### src/hw/rtl/gtbp_pkg.sv
// shared constants, request types and counter helpers for the branch predictor
package gtbp_pkg;

  // history and index widths
  localparam int GHB = 13;
  localparam int LHB = 11;
  localparam int AIB = 10;

  localparam int GSIZE = 1 << GHB;
  localparam int LSIZE = 1 << LHB;
  localparam int ASIZE = 1 << AIB;

  // address bits the back end ever looks at
  localparam int ABITS = (GHB > AIB) ? GHB : AIB;

  // clearing pass covers the deepest table
  localparam int CLR_DEPTH = (GSIZE > LSIZE) ? ((GSIZE > ASIZE) ? GSIZE : ASIZE)
                                             : ((LSIZE > ASIZE) ? LSIZE : ASIZE);
  localparam int CLR_BITS = $clog2(CLR_DEPTH);

  // request queue between front and back
  localparam int QBITS = 2;
  localparam int QDEPTH = 1 << QBITS;

  // counter values
  localparam logic [1:0] CTR_MIN = 2'd0;
  localparam logic [1:0] CTR_MAX = 2'd3;
  localparam logic [1:0] CTR_WEAK_NT = 2'd1;
  localparam logic [1:0] CTR_WEAK_GLOBAL = 2'd2;

  typedef enum logic {
    KIND_PREDICT = 1'b0,
    KIND_TRAIN   = 1'b1
  } kind_t;

  typedef enum logic [1:0] {
    MODE_STATIC     = 2'd0,
    MODE_GSHARE     = 2'd1,
    MODE_TOURNAMENT = 2'd2
  } mode_t;

  typedef struct packed {
    kind_t             kind;
    logic [ABITS-1:0]  addr;
    logic              taken;
  } req_t;

  // front to back
  typedef struct packed {
    logic empty;
    req_t req;
  } fb_t;

  // back to front
  typedef struct packed {
    logic pop;
    logic clearing;
  } bf_t;

  // saturating 2-bit counter step
  function automatic logic [1:0] ctr_move(input logic [1:0] c, input logic up);
    logic [1:0] r;
    r = c;
    if (up) begin
      if (c != CTR_MAX) r = c + 2'd1;
    end else begin
      if (c != CTR_MIN) r = c - 2'd1;
    end
    return r;
  endfunction

endpackage

### src/hw/rtl/gtbp_front.sv
// front end: takes requests, classifies them and queues them for the back end
module gtbp_front (
  input  logic           clk,
  input  logic           rst_n,
  input  logic           in_push,
  output logic           in_full,
  input  logic           in_kind,
  input  logic [31:0]    in_branch_address,
  input  logic           in_taken_outcome,
  output gtbp_pkg::fb_t  fb,
  input  gtbp_pkg::bf_t  bf
);

  gtbp_pkg::req_t               q_r [gtbp_pkg::QDEPTH];
  logic [gtbp_pkg::QBITS-1:0]   wptr_r;
  logic [gtbp_pkg::QBITS-1:0]   rptr_r;
  logic [gtbp_pkg::QBITS:0]     cnt_r;
  gtbp_pkg::req_t               req;
  logic                         push_ok;
  logic                         pop_ok;

  always_comb begin
    req.kind  = in_kind ? gtbp_pkg::KIND_TRAIN : gtbp_pkg::KIND_PREDICT;
    req.addr  = in_branch_address[gtbp_pkg::ABITS-1:0];
    req.taken = in_taken_outcome;
  end

  // no requests while the tables are being cleared
  assign in_full  = (cnt_r == (gtbp_pkg::QBITS+1)'(gtbp_pkg::QDEPTH)) || bf.clearing;
  assign push_ok  = in_push && !in_full;
  assign pop_ok   = bf.pop && (cnt_r != '0);
  assign fb.empty = (cnt_r == '0);
  assign fb.req   = q_r[rptr_r];

  always_ff @(posedge clk) begin
    if (!rst_n) begin
      wptr_r <= '0;
      rptr_r <= '0;
      cnt_r  <= '0;
    end else begin
      if (push_ok) begin
        q_r[wptr_r] <= req;
        wptr_r      <= wptr_r + 1'b1;
      end
      if (pop_ok) begin
        rptr_r <= rptr_r + 1'b1;
      end
      if (push_ok && !pop_ok) begin
        cnt_r <= cnt_r + 1'b1;
      end else if (pop_ok && !push_ok) begin
        cnt_r <= cnt_r - 1'b1;
      end
    end
  end

endmodule

### config.mk
export PLATFORM = sky130hd
export DESIGN_NAME = gtbp_front
export DESIGN_NICKNAME = d
export VERILOG_FILES = /design/src/hw/rtl/gtbp_pkg.sv /design/src/hw/rtl/gtbp_front.sv
export SDC_FILE = /design/constraint.sdc
export NUM_CORES = 1
export LEC_CHECK = 0
export BUFFER_PORTS_ARGS = -buffer_cell sky130_fd_sc_hd__buf_2
export CORE_MARGIN = 2
export CORE_UTILIZATION = 40
export CTS_CLUSTER_SIZE = 25
export DETAILED_ROUTE_END_ITERATION = 8
export PLACE_DENSITY = 0.63
export SYNTH_ARGS = -nofsm -noshare
export SYNTH_HDL_FRONTEND = slang
export SYNTH_SLANG_ARGS = --single-unit
### constraint.sdc
create_clock -name clk -period 6.7 [get_ports clk]
set_input_delay 0.335 -clock clk [delete_from_list [all_inputs] [get_ports clk]]
set_output_delay 0.335 -clock clk [all_outputs]
set_load 0.05 [all_outputs]
# Word-level counts from Yosys, hierarchy flattened
# Memories as Yosys holds them, arrays and structs flattened. A register that Yosys moved wholly into a read port is not among the register bits.
# Index checks and enable logic that the tools add are counted.
word_totals:
  ramBits: 60
  elab_cells: 28
  output_inout_bits: 17
  mem_count: 1
  inputBits: 39
  reg_bits: 7
memory_table:
  columns: ["memory", "words", "word_bits", "read_ports", "rd_clocked_by_memory_dff", "write_ports", "line_no", "text"]
  rows:
  - ["q_r", 4, 15, 1, 1, 1, "gtbp_front.sv:14", "gtbp_pkg::req_t q_r [gtbp_pkg::QDEPTH];"]
classes:
  muxes: 8
  n_eq_ne: 1
  reduce_logical: 11
  n_addsub: 4
op_table:
  columns: ["op", "count"]
  rows:
  - ["$mux 3", 2]
  - ["$add 2x1->2 const B", 2]
  - ["$logic_and 1x1->1", 4]
  - ["$mux 1", 4]
  - ["$mux 2", 2]
  - ["$add 3x1->3 const B", 1]
  - ["$eq 3x3->1 const B", 1]
  - ["$logic_not 1->1", 3]
  - ["$logic_not 3->1", 1]
  - ["$reduce_bool 3->1", 1]
  - ["$sub 3x1->3 const B", 1]
  - ["$reduce_bool 2->1", 1]
  - ["$logic_or 1x1->1", 1]

# Longest topological paths before layout
# Gate-level depths: netlist of run 1.
logic_depth:
  ltp_word: 8
  depth_mapped: 8

# Worst setup path after synthesis of run 1
# OpenSTA, ideal clock, no wires.
synth_timing:
  path_type: "register to register"
  from: "register cnt_r[0] (netlist bit)"
  to: "register cnt_r[2] (netlist bit)"
  synth_period_minus_slack_ns: 2.109
  setup_slack_ns: 4.591
  path_buffers: 0
  arrival_ns: 2.033
  setup_ns: 0.076
  stages_incl_launch_ff: 9
  path_cell_list: "dfxtp_1 > nor3b_2 > nor3b_4 > ha_1 > inv_1 > fa_1 > xor2_1 > or3_1 > a21boi_0"
synth_between:
  elab_chain_len: 7
  word_cells_on_any_way: 15
  classes_between: "add/sub (2); eq/ne (1); mux (2); reduce/logical (10)"
synth_lines:
  columns: ["element", "line_no", "text"]
  rows:
  - ["start: declaration", "gtbp_front.sv:17", "logic [gtbp_pkg::QBITS:0] cnt_r;"]
  - ["start signal: assignment", "gtbp_front.sv:49", "cnt_r <= cnt_r + 1'b1;"]
  - ["start signal: assignment", "gtbp_front.sv:51", "cnt_r <= cnt_r - 1'b1;"]
  - ["$eq 3x3->1 *", "gtbp_front.sv:29", "assign in_full = (cnt_r == (gtbp_pkg::QBITS+1)'(gtbp_pkg::QDEPTH)) || bf.clearing;"]
  - ["$logic_or 1x1->1 *", "gtbp_front.sv:29", null]
  - ["$logic_not 1->1 *", "gtbp_front.sv:30", "assign push_ok = in_push && !in_full;"]
  - ["$logic_and 1x1->1 *", "gtbp_front.sv:30", null]
  - ["via push_ok", "gtbp_front.sv:19", "logic push_ok;"]
  - ["$logic_not 1->1", "gtbp_front.sv:50", "end else if (pop_ok && !push_ok) begin"]
  - ["$logic_and 1x1->1", "gtbp_front.sv:50", null]
  - ["$reduce_bool 2->1 (no source line)", null, null]
# Mark *: on every way through the listed nets, which the timed path passes. The rest lies on a longest branch. The select of a mux whose other input is x is not followed.
# A chain may end at the register's enable or synchronous reset.

==> results.toml, run 1 <==
[power]
p_leak_nw = 1.06
ir_worst_vdd_mv = 0.115
power_density_nw_per_um2 = 367

[clocking]
clockBufferDepth = 2
cts_root_buf = "clkbuf_8"
postCtsSetupBuffers = 0
htreeDepth = 3
cts_resized = 0
path_clk_slew_ns = 0.07
tritoncts = "built"
numClockSinks = 69
clock_latency_ns = 0.32
numCtsBuffers = 9
hold_buffers = 0

[final_layout]
layout_common_cells = "edfxtp_1, buf_2, mux4_2"
diodes = 0
nets = 214
multiInputGateArea_um2 = 647
mostFrequentLayoutCell = "edfxtp_1"
layout-drive-gt1-share_pct = 37.0
layoutNonFillerInstCount = 250
n_fill_cell = 551
regArea_um2 = 1980
syn_to_final_growth_pct = 14.4

[detailed_routing]
routed_wl_um = 4400
wl_per_cell_um = 17.6
drtIter0Drc = 53
vias = 1266
postRouteAntennaNets = 0
via_per_inst = 5.06
drtPass1Iterations = 8
drc_errors = 3

[global_routing]
antenna_found_initial = 0
grt_use_total_pct = 13.4
grt_max_degree = 16
globalRoute.totalOverflow = 0
grt_first_pass_wirelength_um = 7030
grt_pass1_vias = 1393

[timing]
tightest_slew_ns = 1.03
slew_violations = 0
fin_crit_sh_pct = 38.4
setup_viol = 0
period_needed_ns = 2.57
fin_skew_ns = 0.00831
max_slew_margin_pct = 31.1
fmax_ghz = 0.389
setup_tns_ns = 0
finalHoldViolCount = 0
rsz0062_at_grt = "false"

[min_path]
min_path_type = "input port to register"
hold_depth = 1

[critical_path]
start_kind = "register"
critPathBufInv = 1
required_ns = 6.36
cp_top_family = "flip-flops"
crit_path_cell_trace = "mux4_1, buf_2"
max_stage_delay_ns = 1.00
cp_slowest_cell = "dfxtp_1"
cp-end-kind = "primary output"
rr_worst_depth = 8
path_depth = 2
worstPathMaxFanout = 15
crit_arrival_ns = 2.24
path_class = "register to primary output"

[floorplanning]
io_pins = 56
rows = 29
die_w_um = 85.9
start_util_pct = 41.7
die_area_um2 = 7370
die_h_um = 85.9
design.core.area_um2 = 6420

[status]
violations = "design-rule violations"
status = "finished with violations"

[synthesis]
synth_area_um2 = 2680
synth_nets = 171
synth_cell_types = 27
seq_area_frac_synth_pct = 73.9
syn_inst = 126
ys_seq_elements = 69
ys_warn_count = 0
syn_area_per_cell_um2 = 21.3

[placement]
finalWeightedCongestion = 0.659
place.port_buffers = 36
dpl.cell_count = 235

[flow_run]
maxCapViolations = 0
==> Yosys cell counts (all sizes together) <==
cell / n / area (um^2)
inv: 3 / 11.3
fa: 1 / 20.0
edfxtp: 60 / 1800
o31ai: 1 / 12.5
buf: 3 / 36.3
o311ai: 1 / 8.76
or3: 1 / 6.26
mux4: 15 / 345
clkbuf: 1 / 3.75
a21boi: 1 / 7.51
and2: 4 / 25.0
o21ai: 1 / 5.00
ha: 5 / 62.6
nor2b: 1 / 6.26
xnor2: 3 / 26.3
dfxtp: 9 / 180
nor3: 1 / 5.00
nand2: 4 / 15.0
nor3b: 2 / 31.3
xor2: 1 / 8.76
or2: 1 / 6.26
mux2i: 3 / 30.0
and3: 4 / 25.0
==> per-stage QoR <==
stage	instance area [um^2]	setup slack, ns	utilization [%]	power, mW	hold slack [ns]
final	3070	4.13	47.7	1.12	0.225
after global routing	3070	3.93	47.7	1.18	0.207
after CTS	3070	4.01	47.7	1.14	0.207
after detailed placement	2920	4.37	45.4	0.878	0.507
after global placement	2920	4.43	45.4	0.865	0.476
after floorplan	2680	4.59	-	0.822	0.434
==> layer usage <==
metal  up-vias  GRT usage [%]  wire, um
li1        591              -         -
met3         4           3.95       202
met1       643           15.8      1810
met4         0           6.49        36
met5         -              0         0
met2        28           22.4      2350
==> report_power, final <==
| part | internal, mW | leakage (nW) | switching [mW] |
|---|---|---|---|
| clock network | 0.130 | 0.0776 | 0.133 |
| logic | 0.121 | 0.371 | 0.200 |
| registers | 0.491 | 0.616 | 0.0492 |
==> area by class of cell <==
cell class | count | area share [%]
Timing Repair Buffer | 36 | 5.88
Sequential cell | 69 | 64.7
Inverter | 3 | 0.367
Multi-Input combinational cell | 50 | 21.1
Tap cell | 77 | 3.14
Clock buffer | 12 | 4.41
Clock inverter | 3 | 0.449
==> path summary, 6_finish.rpt <==
kind / from / endpoint / slack, ns
worst max-delay path: register / fb[9] / 4.13
worst min-delay path: in_branch_address[2] / q_r[0][3]$_DFFE_PP_ / 0.22
worst max register to register: cnt_r[0]$_SDFFE_PN0P_ / cnt_r[2]$_SDFFE_PN0P_ / 4.35
worst min register to register: wptr_r[1]$_SDFFE_PN0P_ / wptr_r[1]$_SDFFE_PN0P_ / 0.51
==> sequential cells by signal, summed over array words and instances (netlist names), named ones only <==
name and count:
cnt_r 3, q_r 60, rptr_r 2, wptr_r 2
==> kinds of logic after synthesis <==
family | after synthesis | share of synthesized area, %
adders and majority gates | 6 | 3.08
xor gates and xnor gates | 4 | 1.31
buffers and inverters | 7 | 1.91
muxes | 18 | 14.0
AOI/OAI and AO/OA | 4 | 1.26
and+or+nand+nor | 18 | 4.48
DFF | 69 | 73.9
==> worst register-to-register path, cell delays in order, from the launching register on <==
cell	delay (ns)
dfxtp_1	0.49
nor3b_2	0.11
nor3b_4	0.33
ha_1	0.25
inv_1	0.06
fa_1	0.37
xor2_1	0.15
or3_1	0.31
a21boi_0	0.19
Power figures use the tool's default switching activity.
==> inputs of run 2 (changes only) <==
--- a/config.mk
+++ b/config.mk
@@ -10,7 +10,7 @@
 export CORE_UTILIZATION = 40
 export CTS_CLUSTER_SIZE = 25
 export DETAILED_ROUTE_END_ITERATION = 8
-export PLACE_DENSITY = 0.63
+export PLACE_DENSITY = 0.66
 export SYNTH_ARGS = -nofsm -noshare
 export SYNTH_HDL_FRONTEND = slang
 export SYNTH_SLANG_ARGS = --single-unit
==> constraint.sdc (replaced) <==
create_clock -name clk -period 2.2 [get_ports clk]
set_input_delay 0.11 -clock clk [delete_from_list [all_inputs] [get_ports clk]]
set_output_delay 0.11 -clock clk [all_outputs]
set_load 0.05 [all_outputs]
==> run 2 against run 1 <==
Effect of this change:
- the flow still finishes with violations (design-rule violations)
- register-to-register slack got worse by 4.3 ns
- worst setup slack got worse by 4.0 ns
- sequential cell count did not move
- critical path type is now register to register
==> results.toml, run 2 (synthesis gave the netlist of run 1 again) <==
[clocking]
path_clk_slew_ns = 0.07
numCtsBuffers = 9
clockBufferDepth = 2
htreeDepth = 3
numClockSinks = 69
tritoncts = "built"
cts_root_buf = "clkbuf_8"
clock_latency_ns = 0.35

[final_layout]
fin_util_pct = 53.1
layoutNonFillerInstCount = 278
n_fill_cell = 498
layout-drive-gt1-share_pct = 40.8
regArea_um2 = 1980
postLayoutCellArea_um2 = 3410
diodes = 0
regMostFlops = "q_r"
syn_to_final_growth_pct = 27.3
mostFrequentLayoutCell = "edfxtp_1"
multiInputGateArea_um2 = 649
layout_common_cells = "edfxtp_1, buf_2, dlygate4sd3_1"
largest_register_ffs = 60
largestRegisters = "q_r: 60 flops, cnt_r: 3 flops"
nets = 241

[timing]
finalHoldViolCount = 0
fin_skew_ns = 0.00875
tightest_slew_ns = 0.320
period_needed_ns = 2.10
max_slew_margin_pct = 78.6
fin_crit_sh_pct = 95.5
rsz0062_at_grt = "false"
setup_viol = 0
setup_tns_ns = 0
slew_violations = 0
fin_hold_ws_ns = 0.112
fmax_ghz = 0.476
setup_ws_ns = 0.0988

[placement]
dp_slack_ns = -0.0174
detailed_place_hpwl_um = 2990
dpl.cell_count = 246
place.port_buffers = 36
place_area_um2 = 3010
finalWeightedCongestion = 0.689

[floorplanning]
design.core.area_um2 = 6420
die_h_um = 85.9
start_util_pct = 41.7
rows = 29
die_w_um = 85.9
io_pins = 56
die_area_um2 = 7370

[critical_path]
required_ns = 2.47
max_stage_delay_ns = 0.39
critPathBufInv = 1
crit_path_cell_trace = "nor3b_2, nor3b_4, ha_2, inv_1, fa_1, xor2_1, or3_1, a21boi_1"
start_kind = "register"
worstPathMaxFanout = 6
path_class = "register to register"
cp_top_family = "simple AND/OR/NAND/NOR gates"
cp-end-kind = "register"
cp_slowest_cell = "fa_1"
crit_arrival_ns = 2.37

[global_routing]
globalRoute.totalOverflow = 0
grt_first_pass_wirelength_um = 7040
grt_use_total_pct = 13.5
grt_max_degree = 15
grt_pass1_vias = 1429
antenna_found_initial = 0

[power]
ir_worst_vdd_mv = 0.505
p_leak_nw = 1.23
power_mw = 3.93
power_density_nw_per_um2 = 1150

[min_path]
min_path_type = "input port to register"

[status]
violations = "design-rule violations"
status = "finished with violations"

[detailed_routing]
route.met2.wl_um = 2260
drtPass1Iterations = 9
drc_errors = 4
met3_length_um = 209
top_layer = "met4"
postRouteAntennaNets = 0
wl_per_cell_um = 16.2
via_per_inst = 5.01
drtIter0Drc = 69
routed_wl_um = 4510
vias = 1394
wl_met1_um = 1920

[flow_run]
maxCapViolations = 0
## run 2: cell count changes in the layout (fill, tap and decap cells not counted), sizes merged
cell and delta:
clkinvlp +1, dlygate4sd3 +15, bufinv +3, clkinv -2
buf +12, inv +1, clkbuf -2
## run 2: tightest hold or removal path: stages
cell     delay, ns
buf_2         0.17
nand2_1       0.08
mux2i_1       0.05
## run 2: what timing repair did
item | CTS | global route
buffers inserted | 0 | 1
endpoints found under the hold margin | 60 | 0
gates resized for setup | 2 | 2
cloned | 0 | 0
hold buffers | 15 | 0
setup endpoints to repair | 1 | 1
## run 2: routing by layer
layer | track usage (%) | vias to the layer above
met2 | 21.4 | 34
met3 | 5.10 | 12
met5 | 0 | -
met1 | 16.3 | 699
met4 | 6.93 | 0
li1 | - | 649
## run 2: path summary, 6_finish.rpt
| check | startpoint | depth (start not counted) | endpoint | slack [ns] |
|---|---|---|---|---|
| worst max register to register | cnt_r[2]$_SDFFE_PN0P_ | 8 | cnt_r[2]$_SDFFE_PN0P_ | 0.1 |
| worst min-delay path | rst_n | 3 | wptr_r[0]$_SDFFE_PN0P_ | 0.11 |
| worst min register to register | wptr_r[0]$_SDFFE_PN0P_ | 2 | wptr_r[0]$_SDFFE_PN0P_ | 0.51 |
| worst max-delay path | cnt_r[2]$_SDFFE_PN0P_ | 8 | cnt_r[2]$_SDFFE_PN0P_ | 0.1 |
## run 2: power by group
part | switching [mW] | internal (mW) | total, mW
clock | 0.475 | 0.753 | 1.23
sequential | 0.0654 | 1.50 | 1.56
combinational | 0.709 | 0.425 | 1.13
## run 2: final cells by class
cell class	count	share of cell area, %
flip-flops and latches	69	58.2
multi-input cells	50	19.0
well taps	77	2.82
repair buffers	63	12.7
clock buffers	10	3.74
inverters	3	0.330
clock inverters	6	3.23
==> inputs of run 3 (changes only) <==
--- a/config.mk
+++ b/config.mk
@@ -10,7 +10,7 @@
 export CORE_UTILIZATION = 40
 export CTS_CLUSTER_SIZE = 25
 export DETAILED_ROUTE_END_ITERATION = 8
-export PLACE_DENSITY = 0.66
+export PLACE_DENSITY = 0.68
 export SYNTH_ARGS = -nofsm -noshare
 export SYNTH_HDL_FRONTEND = slang
 export SYNTH_SLANG_ARGS = --single-unit
==> run 3 against run 2 <==
Effect of this change:
- the run still ends with design-rule violations left
- critical path depth fell by 1
- fmax rose by 2.5%
- clock power fell by 13%
- cell area fell by 1.9%
- utilization fell by 0.99 points
- largest power group unchanged
==> results.toml, run 3 (synthesis gave the netlist of run 1 again) <==
[critical_path]
worstPathMaxFanout = 6
cp_top_family = "adder cells"
max_stage_delay_ns = 0.39
start_kind = "register"
critPathBufInv = 1
crit_path_cell_trace = "o31ai_2, ha_2, inv_1, fa_1, xor2_1, or3_1, a21boi_1"
path_class = "register to register"
crit_arrival_ns = 2.31
cp_slowest_cell = "fa_1"
required_ns = 2.46
path_depth = 7
rr_worst_depth = 7
cp-end-kind = "register"

[timing]
fin_crit_sh_pct = 93.2
fin_hold_ws_ns = 0.128
setup_viol = 0
finalHoldViolCount = 0
setup_ws_ns = 0.150
slew_violations = 0
fin_skew_ns = 0.00521
setup_tns_ns = 0
period_needed_ns = 2.05
rsz0062_at_grt = "false"
tightest_slew_ns = 0.298
max_slew_margin_pct = 79.8
fmax_ghz = 0.488

[global_routing]
grt_max_degree = 16
grt_pass1_vias = 1471
antenna_found_initial = 0
grt_first_pass_wirelength_um = 6930
grt_use_total_pct = 13.1
globalRoute.totalOverflow = 0

[flow_run]
maxCapViolations = 0

[floorplanning]
io_pins = 56
die_w_um = 85.9
die_area_um2 = 7370
design.core.area_um2 = 6420
start_util_pct = 41.7
rows = 29
die_h_um = 85.9

[clocking]
tritoncts = "built"
numClockSinks = 69
cts_root_buf = "clkbuf_8"
htreeDepth = 3
clock_latency_ns = 0.33
numCtsBuffers = 9
path_clk_slew_ns = 0.07
clockBufferDepth = 2

[detailed_routing]
drtPass1Iterations = 8
routed_wl_um = 4290
vias = 1359
wl_per_cell_um = 15.7
drtIter0Drc = 45
via_per_inst = 4.96
drc_errors = 3
postRouteAntennaNets = 0

[placement]
place.port_buffers = 36
detailed_place_hpwl_um = 2790
place_area_um2 = 2970
finalWeightedCongestion = 0.659
dp_slack_ns = 0.00996

[power]
sequentialPowerShare_pct = 41.5
power.switching_mw = 1.20
p_leak_nw = 1.20
power_density_nw_per_um2 = 1120
ir_worst_vdd_mv = 0.623
p_comb_share_pct = 30.0
p_sw_share_pct = 32.0
p_int_mw = 2.55
power.share.clock_pct = 28.5

[final_layout]
syn_to_final_growth_pct = 24.9
postLayoutCellArea_um2 = 3350
nets = 237
mostFrequentLayoutCell = "edfxtp_1"
regMostFlops = "q_r"
layout_common_cells = "edfxtp_1, buf_2, dlygate4sd3_1"
largest_register_ffs = 60
diodes = 0
largestRegisters = "q_r: 60 flops, cnt_r: 3 flops"
layout-drive-gt1-share_pct = 40.6

[min_path]
min_path_type = "input port to register"
hold_depth = 3

[status]
status = "finished with violations"
violations = "design-rule violations"
[run 3: changes by cell type in the layout (fill, tap and decap cells not counted), sizes merged]
cell      change
clkinv        +3
inv           -1
buf           -4
clkinvlp      -1
bufinv        -1
[run 3: metrics by stage]
| stage | utilization, % | std cells | total power, mW |
|---|---|---|---|
| after floorplan | - | 126 | 2.50 |
| final | 52.1 | 274 | 3.75 |
| after global placement | 46.2 | 242 | 2.65 |
| after global routing | 52.1 | 274 | 3.92 |
| after detailed placement | 46.2 | 242 | 2.69 |
| after CTS | 51.9 | 273 | 3.79 |
[run 3: area by class of cell]
| type | instances | area (um^2) |
|---|---|---|
| clock buffer | 10 | 128 |
| timing repair buffer | 59 | 390 |
| clock inverter | 6 | 87.6 |
| inverter | 3 | 11.3 |
| fill | 526 | 3070 |
| sequential | 69 | 1990 |
| tap | 77 | 96.3 |
| multi-input combinational | 50 | 649 |
[run 3: path summary, 6_finish.rpt]
path         slack [ns]                endpoint                   start
min                0.13  wptr_r[1]$_SDFFE_PN0P_                   rst_n
max reg2reg        0.15   cnt_r[2]$_SDFFE_PN0P_   cnt_r[1]$_SDFFE_PN0P_
max                0.15   cnt_r[2]$_SDFFE_PN0P_   cnt_r[1]$_SDFFE_PN0P_
min reg2reg        0.50  wptr_r[1]$_SDFFE_PN0P_  wptr_r[1]$_SDFFE_PN0P_
[run 3: worst min-delay path: cells and delay by family]
| family | cells | cell delay, ns |
|---|---|---|
| simple gates | 1 | 0.08 |
| buf+inv | 1 | 0.16 |
| mux | 1 | 0.05 |
[run 3: power by group through the flow]
stage / registers (mW) / clock network, mW / logic, mW
after floorplan: 1.57 / 0 / 0.931
after global placement: 1.57 / 0 / 1.08
after detailed placement: 1.58 / 0 / 1.11
after CTS: 1.55 / 1.10 / 1.13
after global routing: 1.56 / 1.16 / 1.20
final: 1.56 / 1.07 / 1.12
[run 3: metal layers]
metal  vias to the layer above  track usage (%)  share of wire [%]
met1                       676             14.3                 41
met4                         0             5.19                1.4
met3                         7             5.49                6.1
li1                        636                -                  -
met2                        40             22.5                 52
met5                         -                0                  0
[run 3: what timing repair did]
action | 4_1_cts | 5_1_grt
pin swaps | 0 | 0
endpoints found under the setup margin | 1 | 1
endpoints found under the hold margin | 59 | 0
hold buffers | 15 | 0
setup buffers | 0 | 1
resized for setup | 1 | 4
